<file path="src/hdl/qrs_pkg.sv">
// ----------------------------------------------------------------------------
// qrs_pkg
// Shared types and constants for the quadratic root solver.
// ----------------------------------------------------------------------------
package qrs_pkg;

    localparam int COEF_WIDTH_DEF = 16;
    localparam int FRAC_BITS_DEF  = 16;
    localparam int OUT_WIDTH      = 40;
    localparam int QUEUE_DEPTH    = 4;

    typedef enum logic [1:0] {
        ST_NONE  = 2'd0,
        ST_ONE   = 2'd1,
        ST_TWO   = 2'd2,
        ST_AZERO = 2'd3
    } status_t;

endpackage

</file>
<file path="src/hdl/qrs_front.sv">
// ----------------------------------------------------------------------------
// qrs_front
// Forms the discriminant in two registered steps and classifies each word.
// ----------------------------------------------------------------------------
module qrs_front #(
    parameter int COEF_WIDTH = qrs_pkg::COEF_WIDTH_DEF
) (
    input  logic                          clk,
    input  logic                          rst_n,
    input  logic                          in_valid,
    output logic                          in_ready,
    input  logic signed [COEF_WIDTH-1:0]  coef_a,
    input  logic signed [COEF_WIDTH-1:0]  coef_b,
    input  logic signed [COEF_WIDTH-1:0]  coef_c,
    output logic                          out_valid,
    input  logic                          out_ready,
    output qrs_pkg::status_t              out_status,
    output logic signed [COEF_WIDTH-1:0]  out_a,
    output logic signed [COEF_WIDTH-1:0]  out_b,
    output logic [2*COEF_WIDTH+1:0]       out_d
);

    localparam int W  = COEF_WIDTH;
    localparam int DW = 2 * W + 2;

    logic                   en;
    logic                   v1_reg;
    logic signed [W-1:0]    a1_reg;
    logic signed [W-1:0]    b1_reg;
    logic signed [2*W-1:0]  bb1_reg;
    logic signed [2*W-1:0]  ac1_reg;
    logic signed [DW-1:0]   disc;
    qrs_pkg::status_t       st_next;
    logic                   v2_reg;
    qrs_pkg::status_t       st2_reg;
    logic signed [W-1:0]    a2_reg;
    logic signed [W-1:0]    b2_reg;
    logic [DW-1:0]          d2_reg;

    assign en       = !v2_reg || out_ready;
    assign in_ready = en;

    assign disc = DW'(bb1_reg) - (DW'(ac1_reg) <<< 2);

    always_comb
    begin
        priority if (a1_reg == '0)
            st_next = qrs_pkg::ST_AZERO;
        else if (disc[DW-1])
            st_next = qrs_pkg::ST_NONE;
        else if (disc == '0)
            st_next = qrs_pkg::ST_ONE;
        else
            st_next = qrs_pkg::ST_TWO;
    end

    always_ff @(posedge clk or negedge rst_n)
    begin
        if (!rst_n)
        begin
            v1_reg <= 1'b0;
            v2_reg <= 1'b0;
        end
        else if (en)
        begin
            v1_reg <= in_valid;
            v2_reg <= v1_reg;
        end
    end

    always_ff @(posedge clk)
    begin
        if (en)
        begin
            a1_reg  <= coef_a;
            b1_reg  <= coef_b;
            bb1_reg <= (2*W)'(coef_b) * (2*W)'(coef_b);
            ac1_reg <= (2*W)'(coef_a) * (2*W)'(coef_c);
            st2_reg <= st_next;
            a2_reg  <= a1_reg;
            b2_reg  <= b1_reg;
            d2_reg  <= (st_next == qrs_pkg::ST_TWO) ? disc : '0;
        end
    end

    assign out_valid  = v2_reg;
    assign out_status = st2_reg;
    assign out_a      = a2_reg;
    assign out_b      = b2_reg;
    assign out_d      = d2_reg;

endmodule

</file>
<file path="config.mk">
export PLATFORM = sky130hd
export DESIGN_NAME = qrs_front
export DESIGN_NICKNAME = d
export VERILOG_FILES = /design/src/hdl/qrs_pkg.sv /design/src/hdl/qrs_front.sv
export SDC_FILE = /design/constraint.sdc
export NUM_CORES = 2
export LEC_CHECK = 0
export ABC_AREA = 0
export BUFFER_PORTS_ARGS = -buffer_cell sky130_fd_sc_hd__buf_2
export CORE_ASPECT_RATIO = 0.5
export CORE_MARGIN = 4
export CORE_UTILIZATION = 51
export CTS_CLUSTER_DIAMETER = 30
export DETAILED_ROUTE_END_ITERATION = 10
export PLACE_DENSITY = 0.78
export SLEW_MARGIN = 25
export SYNTH_ARGS = -nofsm -noshare
export SYNTH_HDL_FRONTEND = slang
export SYNTH_SLANG_ARGS = --single-unit
</file>
<file path="constraint.sdc">
create_clock -name clk -period 5.6 [get_ports clk]
set_input_delay 0.28 -clock clk [delete_from_list [all_inputs] [get_ports clk]]
set_output_delay 0.28 -clock clk [all_outputs]
set_load 0.01 [all_outputs]
</file>
==> run_results.csv <==
group,metric,value,unit
grt,grt_max_degree,165,
worst_setup_path,reg2reg_depth,12,
placed_design,dp_hpwl,52.7,mm
die,die_h,169,um
clock_tree,htree_levels,4,
clock_tree,clock_latency,0.45,ns
logic_synthesis,synthArstFlopShare,1.23,%
sta,max_clock_freq,178,MHz
grt,overflow,0,
worst_setup_path,crit_buf_inv,6,
worst_setup_path,arrival,5.95,ns
worst_setup_path,path_cells,"buf_6, buf_6, and2_4, fa_2, buf_4, fa_2, buf_4, fa_1, fa_1, fa_1, inv_1, fa_1, inv_1, ha_4, nor2_1, or3_1, o211ai_1, a31oi_2, o21a_1, or3b_1, nand3_1",
route,drc,0,
route,vias,19500,
final_layout,diodes,0,
final_layout,final_area,31400,um^2
sta,setup_viol,2,
final_layout,fin_cells,3762,
sta,skew,0.0177,ns
die,ios,122,
final_layout,nets,3812,
route,drtIter0Drc,1130,
worst_setup_path,crit_cells,21,
final_layout,layout_commonest_cell,"inv_1",
clock_tree,cts_sinks,163,
sta,final.setup.worst_slack,-0.0286,ns
logic_synthesis,synthCells,2674,
clock_tree,cts_buffers,17,
clock_tree,cts_tree,"built",
run_status,status,"finished with violations",
job,drv_cap,0,
logic_synthesis,ys_seq_area_share,18.5,%
final_layout,largest_reg_flops,33,
logic_synthesis,syn-cell-area,26400,um^2
die,coreArea,50700,um^2
logic_synthesis,yosysWarningCount,0,
die,fp.dieW,330,um
logic_synthesis,synth_edf_count,161,
clock_tree,cts.clk_slew.worst_paths,0.08,ns
logic_synthesis,synth.top_cell.area_share,37.7,%
sta,rsz0062_at_grt,"true",
sta,drv_slew,0,
final_layout,area_growth,18.9,%
worst_setup_path,end_kind,"flip-flop",
grt,grt_pass1_wl,106,mm
worst_setup_path,start_kind,"input port",
worst_setup_path,path_common_cell,"fa_1",
route,wl_per_cell,16.9,um
grt,grt_usage,23.5,%
sta,fin_crit,5.63,ns
final_layout,drive_gt1_share,20.1,%
placed_design,placed_cells,3706,
die,initial_core_util,52.1,%
placed_design,placed_area,30100,um^2
clock_tree,clockBufferDepth,2,
min_path,hold_path_class,"in2reg",
sta,slew_headroom,24.4,%
run_status,failed_checks,"negative setup slack",
logic_synthesis,avgSynthCellArea,9.87,um^2
grt,grt_pass1_vias,21036,
placed_design,gp_congestion,0.942,
clock_tree,root_buffer,"clkbuf_16",
route,final_antenna_net_count,0,
logic_synthesis,yosys_most_used_dff,"edfxtp_1",
route,dr.pass1.iters,7,
route,vias_per_cell,5.18,
min_path,holdPathStages,2,
route,drt-total-wl,63.5,mm
die,dieArea,55700,um^2
logic_synthesis,synth.distinct_cells,85,
logic_synthesis,synth.largest_area_cell,"fa_1",
final_layout,n_fill_cell,3830,
grt,antenna_found_initial,0,
sta,whs,0.0711,ns
worst_setup_path,cp.required,5.92,ns
sta,tightest_slew,1.12,ns
final_layout,layout_common_cells,"inv_1 (647), fa_1 (481), buf_4 (316)",
final_layout,finalCoreUtilization,61.9,%
sta,hold_viol_final,0,
worst_setup_path,crit_family,"adder cells",
worst_setup_path,crit_path_max_fanout,5,
die,rows,58,
worst_setup_path,critPathSlowestCell,"fa_2",
worst_setup_path,worstSetupPathType,"in2reg",
sta,period_share,101,%
worst_setup_path,critPathMaxStageDelay,0.66,ns
placed_design,portBuffers,120,
logic_synthesis,synth_seq_cells,163,
logic_synthesis,yosys-top-cells-area,"fa_1 (38%), edfxtp_1 (18%), ha_1 (9.7%)",
[path summary, 6_finish.rpt]
check	endpoint	slack [ns]	from
min	v1_reg	0.07	in_valid
min reg2reg	out_b[4]	0.42	b1_reg[4]
max in group asynchronous	out_valid	5.32	rst_n
max reg2reg	out_status[0]	2.02	bb1_reg[2]
max	bb1_reg[30]	-0.03	coef_b[15]
min in group asynchronous	v1_reg	0.19	rst_n
[cells by family after synthesis]
logic type / after synthesis / share of synthesized area [%]
compound gates: 281 / 7.40
other cells: 1 / 0.0142
flops: 163 / 18.5
simple gates: 698 / 13.1
buf+inv: 742 / 10.7
fa+ha+maj: 701 / 47.3
xor+xnor: 86 / 2.85
mux: 2 / 0.0806
[final cells by class]
class / instances / area, um^2 / area share (%)
multi-input cells: 1770 / 19200 / 61.3
flip-flops and latches: 163 / 4880 / 15.6
repair buffers: 444 / 3290 / 10.5
inverters: 663 / 2500 / 7.96
well taps: 690 / 863 / 2.75
clock buffers: 17 / 425 / 1.36
clock inverters: 15 / 178 / 0.566
[worst reg2reg max path, stage by stage (launching register included)]
cell	delay, ns
edfxtp_1	0.33
inv_1	0.06
ha_1	0.22
fa_1	0.40
nand2b_1	0.22
a21oi_4	0.23
o211ai_4	0.14
a2111oi_2	0.60
o21a_1	0.20
o211ai_1	0.11
nor4_1	0.41
nand4_1	0.18
o41ai_2	0.30
[cell usage after synthesis (7+ instances only)]
library cell	count
a211oi_1	10
a21o_1	36
a21oi_1	72
and2_1	161
and3_1	24
clkbuf_1	66
edfxtp_1	161
fa_1	497
ha_1	204
inv_1	663
nand2_1	235
nand2b_1	18
nand3_1	22
nand4_1	14
nor2_1	115
nor2b_1	15
nor3_1	44
nor4_1	16
o211ai_1	7
o21a_1	14
o21ai_0	44
o21bai_1	13
o31ai_1	10
xnor2_1	65
xor2_1	21
[timing repair]
action / CTS / global route
endpoints found under the hold margin: 2 / 0
endpoints found under the setup margin: 9 / 17
gates resized for setup: 26 / 118
setup buffers: 8 / 15
hold buffers: 1 / 0
pin swaps: 19 / 50
[per-layer routing]
| metal | track usage [%] | wire, um | vias to the layer above |
|---|---|---|---|
| met5 | 0 | 0 | - |
| met4 | 5.97 | 1510 | 0 |
| met3 | 3.02 | 3230 | 105 |
| met2 | 40.3 | 31700 | 583 |
| met1 | 32.0 | 27100 | 9747 |
| li1 | - | - | 9065 |
[metrics by stage]
step,TNS [ns],setup WS (ns)
6_report,-0.0415,-0.0286
5_1_grt,-0.568,-0.137
4_1_cts,0,0.00808
3_5_place_dp,-8.72,-0.587
3_3_place_gp,-6.94,-0.510
2_1_floorplan,-0.310,-0.125
Power is not shown: default switching activity piles up to over one toggle a cycle in this logic, so the estimate is an artifact.
