<file path="config.mk">
export PLATFORM = sky130hd
export DESIGN_NAME = qrs_queue
export DESIGN_NICKNAME = d
export VERILOG_FILES = /design/src/hdl/qrs_pkg.sv /design/src/hdl/qrs_queue.sv
export SDC_FILE = /design/constraint.sdc
export NUM_CORES = 1
export LEC_CHECK = 0
export ABC_AREA = 1
export BUFFER_PORTS_ARGS = -buffer_cell sky130_fd_sc_hd__buf_2
export CAP_MARGIN = 10
export CORE_UTILIZATION = 52
export CTS_CLUSTER_SIZE = 30
export DETAILED_ROUTE_END_ITERATION = 8
export PLACE_DENSITY = 0.77
export SLEW_MARGIN = 5
export SYNTH_ARGS = -nofsm -noshare
export SYNTH_HDL_FRONTEND = slang
export SYNTH_SLANG_ARGS = --single-unit
export TNS_END_PERCENT = 1
</file>
<file path="constraint.sdc">
create_clock -name clk -period 2.2 [get_ports clk]
set_clock_uncertainty 0.1 [all_clocks]
set_input_delay 0.11 -clock clk [delete_from_list [all_inputs] [get_ports clk]]
set_output_delay 0.11 -clock clk [all_outputs]
set_load 0.05 [all_outputs]
</file>
<file path="src/hdl/qrs_pkg.sv">
// ----------------------------------------------------------------------------
// qrs_pkg
// Shared types and constants for the quadratic root solver.
// ----------------------------------------------------------------------------
package qrs_pkg;

    localparam int COEF_WIDTH_DEF = 16;
    localparam int FRAC_BITS_DEF  = 16;
    localparam int OUT_WIDTH      = 40;
    localparam int QUEUE_DEPTH    = 4;

    typedef enum logic [1:0] {
        ST_NONE  = 2'd0,
        ST_ONE   = 2'd1,
        ST_TWO   = 2'd2,
        ST_AZERO = 2'd3
    } status_t;

endpackage

</file>
<file path="src/hdl/qrs_queue.sv">
// ----------------------------------------------------------------------------
// qrs_queue
// Short first-in first-out queue between the front and back parts.
// ----------------------------------------------------------------------------
module qrs_queue #(
    parameter int WIDTH = 8,
    parameter int DEPTH = qrs_pkg::QUEUE_DEPTH
) (
    input  logic             clk,
    input  logic             rst_n,
    input  logic             wr_valid,
    output logic             wr_ready,
    input  logic [WIDTH-1:0] wr_data,
    output logic             rd_valid,
    input  logic             rd_ready,
    output logic [WIDTH-1:0] rd_data
);

    localparam int AW = (DEPTH > 1) ? $clog2(DEPTH) : 1;
    localparam int CW = $clog2(DEPTH + 1);

    logic [WIDTH-1:0] mem [0:DEPTH-1];
    logic [AW-1:0]    wr_ptr_reg;
    logic [AW-1:0]    rd_ptr_reg;
    logic [CW-1:0]    count_reg;
    logic             push;
    logic             pop;

    assign wr_ready = (count_reg != CW'(DEPTH));
    assign rd_valid = (count_reg != '0);
    assign push     = wr_valid && wr_ready;
    assign pop      = rd_valid && rd_ready;
    assign rd_data  = mem[rd_ptr_reg];

    always_ff @(posedge clk)
    begin
        if (push)
            mem[wr_ptr_reg] <= wr_data;
    end

    always_ff @(posedge clk or negedge rst_n)
    begin
        if (!rst_n)
        begin
            wr_ptr_reg <= '0;
            rd_ptr_reg <= '0;
            count_reg  <= '0;
        end
        else
        begin
            if (push)
                wr_ptr_reg <= (wr_ptr_reg == AW'(DEPTH - 1)) ? '0 : wr_ptr_reg + 1'b1;
            if (pop)
                rd_ptr_reg <= (rd_ptr_reg == AW'(DEPTH - 1)) ? '0 : rd_ptr_reg + 1'b1;
            if (push && !pop)
                count_reg <= count_reg + 1'b1;
            else if (pop && !push)
                count_reg <= count_reg - 1'b1;
        end
    end

    a_count_bound: assert property (@(posedge clk) disable iff (!rst_n)
        count_reg <= CW'(DEPTH))
        else $error("queue count exceeds depth");

endmodule

</file>
==> flow_summary.json, run 1 <==
{
  "status": "finished clean",
  "topRoutingLayerUsed": "met4",
  "wire_per_inst_um": 12.99,
  "synth-seq-area-share_pct": 64.76,
  "finalHoldViolCount": 0,
  "syn_inst": 152,
  "crit_path_end_kind": "flip-flop",
  "hold_class": "primary input to flip-flop",
  "syn_nets": 171,
  "powerDensity_nw_per_um2": 1400,
  "critPathRequiredTime_ns": 2.33,
  "nFillCells": 224,
  "drv_cap": 0,
  "die_w_um": 60.08,
  "ios": 22,
  "rows": 20,
  "place.gp.congestion": 0.7816,
  "placed_cells": 219,
  "wl_met3_um": 120,
  "layout.nets": 214,
  "cts_tree": "built",
  "post_cts_resized": 0,
  "p_leak_nw": 0.9409,
  "yosysTopAreaCell": "edfxtp_1",
  "cts-buffers-inserted": 5,
  "antenna_cells": 0,
  "cp.arrival_ns": 2.16,
  "finalSetupTns_ns": 0,
  "clock-sinks": 39,
  "die_y_um": 60.08,
  "regToRegSetupSlack_ns": 0.18,
  "min_from": "wr_data[3]",
  "ir_drop_uv": 760.0,
  "grt_pass1_wl_um": 5023,
  "slowest_stage": "dfrtp_1",
  "final_cells": 240,
  "grt_remaining_overflow": 0,
  "portBuffers": 21,
  "synth_seq_cells": 39,
  "dr.pass1.iters": 4,
  "wl_um": 3117,
  "ant_nets": 0,
  "vias": 1201,
  "dr_wl_met2_um": 1624,
  "slowest_delay_ns": 0.43,
  "relSlewSlack_pct": 81.48,
  "synth_area_leaders": "edfxtp_1 (55%), dfrtp_1 (10%), nand2_1 (7.9%)",
  "finalPower_mw": 2.971,
  "dp_hpwl_um": 2081,
  "crit_top_cell": "inv_1",
  "worstMarginPinSlew_ns": 0.2776,
  "synth_area_per_cell_um2": 11.54,
  "ys_warn_count": 0,
  "ys_types": 16,
  "grt_max_degree": 20,
  "clock-root-buffer": "clkbuf_4",
  "slew_violations": 0,
  "dieArea_um2": 3610,
  "grt_pass1_vias": 1133,
  "ff2ff_path_depth": 9,
  "vias_per_cell": 5.004,
  "htreeDepth": 2,
  "cp-start-kind": "flip-flop",
  "fin_crit_ns": 2.022,
  "largest_reg_flops": 32,
  "critical_path.startpoint": "count_reg[1]$_DFFE_PN0P_",
  "rsz0062_at_grt": "false",
  "cts_setup_buffers": 0,
  "critical_path.cell_chain": "inv_1 > nand3_2 > nand2_2 > inv_1 > ha_1 > inv_1 > fa_1 > nand2_1 > o21ai_0",
  "reg2reg_to": "count_reg[1]$_DFFE_PN0P_",
  "drive_gt1_share_pct": 20.41,
  "wl_met1_um": 1270,
  "crit_path_max_fanout": 7,
  "setup_viol": 0,
  "reg2reg_from": "count_reg[1]$_DFFE_PN0P_",
  "holdBufCountCts": 13,
  "clk_transition_reported_paths_ns": 0.11,
  "drc": 0,
  "synth_top_area_share_pct": 54.78,
  "antenna_found_initial": 0,
  "min_period_over_period_pct": 91.90,
  "worstSkewPairLatency_ns": 0.34,
  "grtUsageTotal_pct": 20.56,
  "core_area_um2": 3128,
  "syn_area_um2": 1754,
  "cts_buffer_depth": 2,
  "fmax_mhz": 494.6,
  "drtIter0Drc": 51,
  "start_util_pct": 56.08,
  "crit_path_end": "count_reg[1]$_DFFE_PN0P_",
  "path_class": "flip-flop to flip-flop",
  "area_growth_pct": 20.97
}
## stage by stage
step	utilization (%)	setup slack [ns]	area, um^2	hold WS (ns)
floorplan	-	0.1238	1759	-0.2856
global placement	61.24	0.3672	1916	-0.1517
detailed placement	61.24	0.2313	1916	-0.1460
CTS	67.84	0.1932	2122	0.3932
global route	67.84	0.02779	2122	0.4157
finish	67.84	0.1782	2122	0.4098
## worst min path at each step
stage	to	slack (ns)	cells after the start
after detailed placement	count_reg[0]$_DFFE_PN0P_	-0.15	1
after global placement	count_reg[0]$_DFFE_PN0P_	-0.15	1
after floorplan	count_reg[0]$_DFFE_PN0P_	-0.29	0
after global routing	mem[1][3]$_DFFE_PP_	0.42	2
final	mem[0][3]$_DFFE_PP_	0.41	2
after CTS	mem[2][4]$_DFFE_PP_	0.39	2
## synthesized netlist by cell type (all sizes together)
cell type,count
nand2,39
edfxtp,32
inv,30
dfrtp,7
xnor2,1
fa,1
nor2,6
ha,6
o211ai,16
nand3,7
nand4,1
buf,5
o21ai,1
## placed cells by master, fill, tap and decap left out, types with 2 or more instances in the layout
master / n
nand2_1: 37
edfxtp_1: 32
inv_1: 29
buf_2: 21
o211ai_1: 16
dlygate4sd3_1: 13
dfrtp_1: 7
buf_4: 7
nor2_1: 6
ha_1: 6
nand3_1: 5
clkbuf_4: 5
nand3_2: 2
nand2_2: 2
## worst max-delay path, delay by kind of cell, from the launching register on
kind	cells	cell delay, ns
AOI/OAI and AO/OA	1	0.07
adders and majority gates	2	0.64
buffers and inverters	3	0.31
DFF	1	0.43
and+or+nand+nor	3	0.37
## per-layer routing
layer / vias up / GRT usage (%)
met4: 0 / 12.29
met2: 32 / 35.08
met3: 9 / 5.844
li1: 592 / -
met5: - / 0
met1: 568 / 22.62
## cells by family (layout without fill, tap and decap cells)
| kind of cell | Yosys count | in the layout | synth area share, % |
|---|---|---|---|
| AOI/OAI and AO/OA | 17 | 17 | 7.133 |
| and+or+nand+nor | 53 | 53 | 12.55 |
| buffers and inverters | 35 | 79 | 9.628 |
| adders and majority gates | 7 | 7 | 5.421 |
| xor gates and xnor gates | 1 | 1 | 0.4994 |
| DFF | 39 | 39 | 64.76 |
## power breakdown
| group | switching [mW] | internal (mW) | total [mW] |
|---|---|---|---|
| Sequential | 0.0849 | 0.990 | 1.08 |
| Clock | 0.226 | 0.234 | 0.460 |
| Combinational | 1.02 | 0.415 | 1.44 |
## final cells by class
cell class / instances / area [um^2] / area share [%]
Multi-Input combinational cell: 78 / 454.2 / 21.40
Clock buffer: 5 / 37.54 / 1.769
Timing Repair Buffer: 41 / 287.8 / 13.56
Sequential cell: 39 / 1136 / 53.54
Clock inverter: 3 / 38.79 / 1.828
Tap cell: 44 / 55.05 / 2.594
Inverter: 30 / 112.6 / 5.307
No activity file was read; power rests on OpenSTA's default activity.
==> run 2, diff against run 1 <==
==> constraint.sdc (replaced) <==
create_clock -name clk -period 2.2 [get_ports clk]
set_clock_uncertainty 0.1 [all_clocks]
set_input_delay 0.11 -clock clk [delete_from_list [all_inputs] [get_ports clk]]
set_output_delay 0.11 -clock clk [all_outputs]
set_load 0.005 [all_outputs]
==> flow_summary.json, run 2 (synthesis results as in run 1) <==
{
  "path_delay_family": "simple AND/OR/NAND/NOR gates",
  "vias_per_cell": 4.744,
  "ff2ff_path_depth": 10,
  "dp_hpwl_um": 2004,
  "slew_violations": 0,
  "reg2reg_to": "count_reg[2]$_DFFE_PN0P_",
  "post_cts_resized": 0,
  "place.gp.congestion": 0.7845,
  "dr.pass1.iters": 5,
  "clock-sinks": 39,
  "core_area_um2": 3128,
  "drive_gt1_share_pct": 19.07,
  "grt_max_degree": 33,
  "min_to": "mem[0][7]$_DFFE_PP_",
  "critical_path.cell_chain": "inv_1 > nand3_1 > nand2_2 > ha_1 > inv_1 > fa_1 > nand2_1 > nand3_1 > nand2_1 > nand2_1",
  "path_buf_inv": 2,
  "placed_cells": 218,
  "cp-start-kind": "flip-flop",
  "regToRegSetupSlack_ns": 0.26,
  "layout_commonest_cell": "nand2_1",
  "relSlewSlack_pct": 71.15,
  "cts_setup_buffers": 0,
  "global_route.usage.met2_pct": 33.49,
  "p_leak_nw": 0.9174,
  "crit_path_end_kind": "flip-flop",
  "portBuffers": 21,
  "min_from": "wr_data[7]",
  "hold_class": "primary input to flip-flop",
  "dieArea_um2": 3610,
  "antenna_cells": 0,
  "worstSkewPairLatency_ns": 0.34,
  "multiInputGateArea_um2": 449.2,
  "htreeDepth": 2,
  "ir_drop_uv": 769.3,
  "nFillCells": 235,
  "final_cell_mix": "nand2_1 (37), edfxtp_1 (32), inv_1 (29)",
  "crit_top_cell": "nand2_1",
  "final_cells": 238,
  "grt_pass1_vias": 1132,
  "grtUsageTotal_pct": 19.06,
  "finalHoldViolCount": 0,
  "drtIter0Drc": 37,
  "ant_nets": 0,
  "die_y_um": 60.08,
  "drv_cap": 0,
  "critPathRequiredTime_ns": 2.34,
  "powerDensity_nw_per_um2": 1143,
  "regArea_um2": 1136,
  "min_period_over_period_pct": 88.30,
  "slowest_delay_ns": 0.41,
  "reg2reg_from": "count_reg[1]$_DFFE_PN0P_",
  "area_growth_pct": 18.19,
  "status": "finished clean",
  "cts_tree": "built",
  "fin_crit_ns": 1.943,
  "wl_um": 2974,
  "fmax_mhz": 514.8,
  "slowest_stage": "dfrtp_1",
  "grt_pass1_wl_um": 4733,
  "wire_per_inst_um": 12.50,
  "setup_viol": 0,
  "finalSetupTns_ns": 0,
  "clk_transition_reported_paths_ns": 0.11,
  "ios": 22,
  "worstHoldPathCells": 2,
  "path_class": "flip-flop to flip-flop",
  "largest_reg_flops": 32,
  "cp.arrival_ns": 2.08,
  "grt.met3_usage_pct": 4.762,
  "drc": 0,
  "die_w_um": 60.08,
  "rows": 20,
  "worstMarginPinSlew_ns": 0.4327,
  "start_util_pct": 56.08,
  "met1_usage_pct": 20.72,
  "rsz0062_at_grt": "false",
  "vias": 1129,
  "grt_remaining_overflow": 0,
  "grt-busiest-layer": "met2",
  "layout.nets": 212,
  "cts_buffer_depth": 2,
  "antenna_found_initial": 0,
  "cts-buffers-inserted": 5,
  "crit_path_max_fanout": 4,
  "clock-root-buffer": "clkbuf_4"
}
-- run 2: power by group --
| part | internal, mW | switching [mW] |
|---|---|---|
| Combinational | 0.386 | 0.534 |
| Clock | 0.125 | 0.218 |
| Sequential | 0.990 | 0.117 |
| Total | 1.50 | 0.869 |
-- run 2: worst max path at each step --
stage	endpoint	cells after the start	from	slack (ns)
CTS	count_reg[2]$_DFFE_PN0P_	10	count_reg[1]$_DFFE_PN0P_	0.26
global placement	count_reg[1]$_DFFE_PN0P_	9	count_reg[1]$_DFFE_PN0P_	0.38
floorplan	count_reg[1]$_DFFE_PN0P_	9	count_reg[1]$_DFFE_PN0P_	0.43
detailed placement	count_reg[1]$_DFFE_PN0P_	9	count_reg[1]$_DFFE_PN0P_	0.29
global route	count_reg[2]$_DFFE_PN0P_	10	count_reg[1]$_DFFE_PN0P_	0.13
finish	count_reg[2]$_DFFE_PN0P_	10	count_reg[1]$_DFFE_PN0P_	0.26
-- run 2: metal layers --
metal	vias up	routed length, um
li1	585	-
met1	511	1246
met2	25	1535
met5	-	0
met4	0	65
met3	8	125
-- run 2: final cells by class --
cell class | instances | share of cell area [%]
clock buffers | 7 | 2.173
inverters | 30 | 5.431
flip-flops and latches | 39 | 54.80
repair buffers | 39 | 13.04
well taps | 44 | 2.655
multi-input cells | 78 | 21.67
clock inverters | 1 | 0.2414
-- run 2: worst register-to-register path, delay by kind of cell, from the launching register on --
family / cells / cell delay, ns
adders and majority gates: 2 / 0.56
and+or+nand+nor: 6 / 0.61
DFF: 1 / 0.41
buffers and inverters: 2 / 0.18
-- run 2: repair_timing --
action | CTS | global route
endpoints found under the hold margin | 43 | 0
hold buffers | 12 | 0
endpoints found under the setup margin | 0 | 0
-- run 2: through the flow --
| step | area (um^2) | total power [mW] | hold WS [ns] | util (%) | setup slack, ns |
|---|---|---|---|---|---|
| detailed placement | 1903 | 2.043 | -0.1468 | 60.84 | 0.2902 |
| CTS | 2073 | 2.405 | 0.3962 | 66.28 | 0.2630 |
| finish | 2073 | 2.369 | 0.4143 | 66.28 | 0.2574 |
| global route | 2073 | 2.588 | 0.4045 | 66.28 | 0.1276 |
| global placement | 1903 | 1.980 | -0.1513 | 60.84 | 0.3797 |
| floorplan | 1754 | 1.782 | -0.2856 | - | 0.4309 |
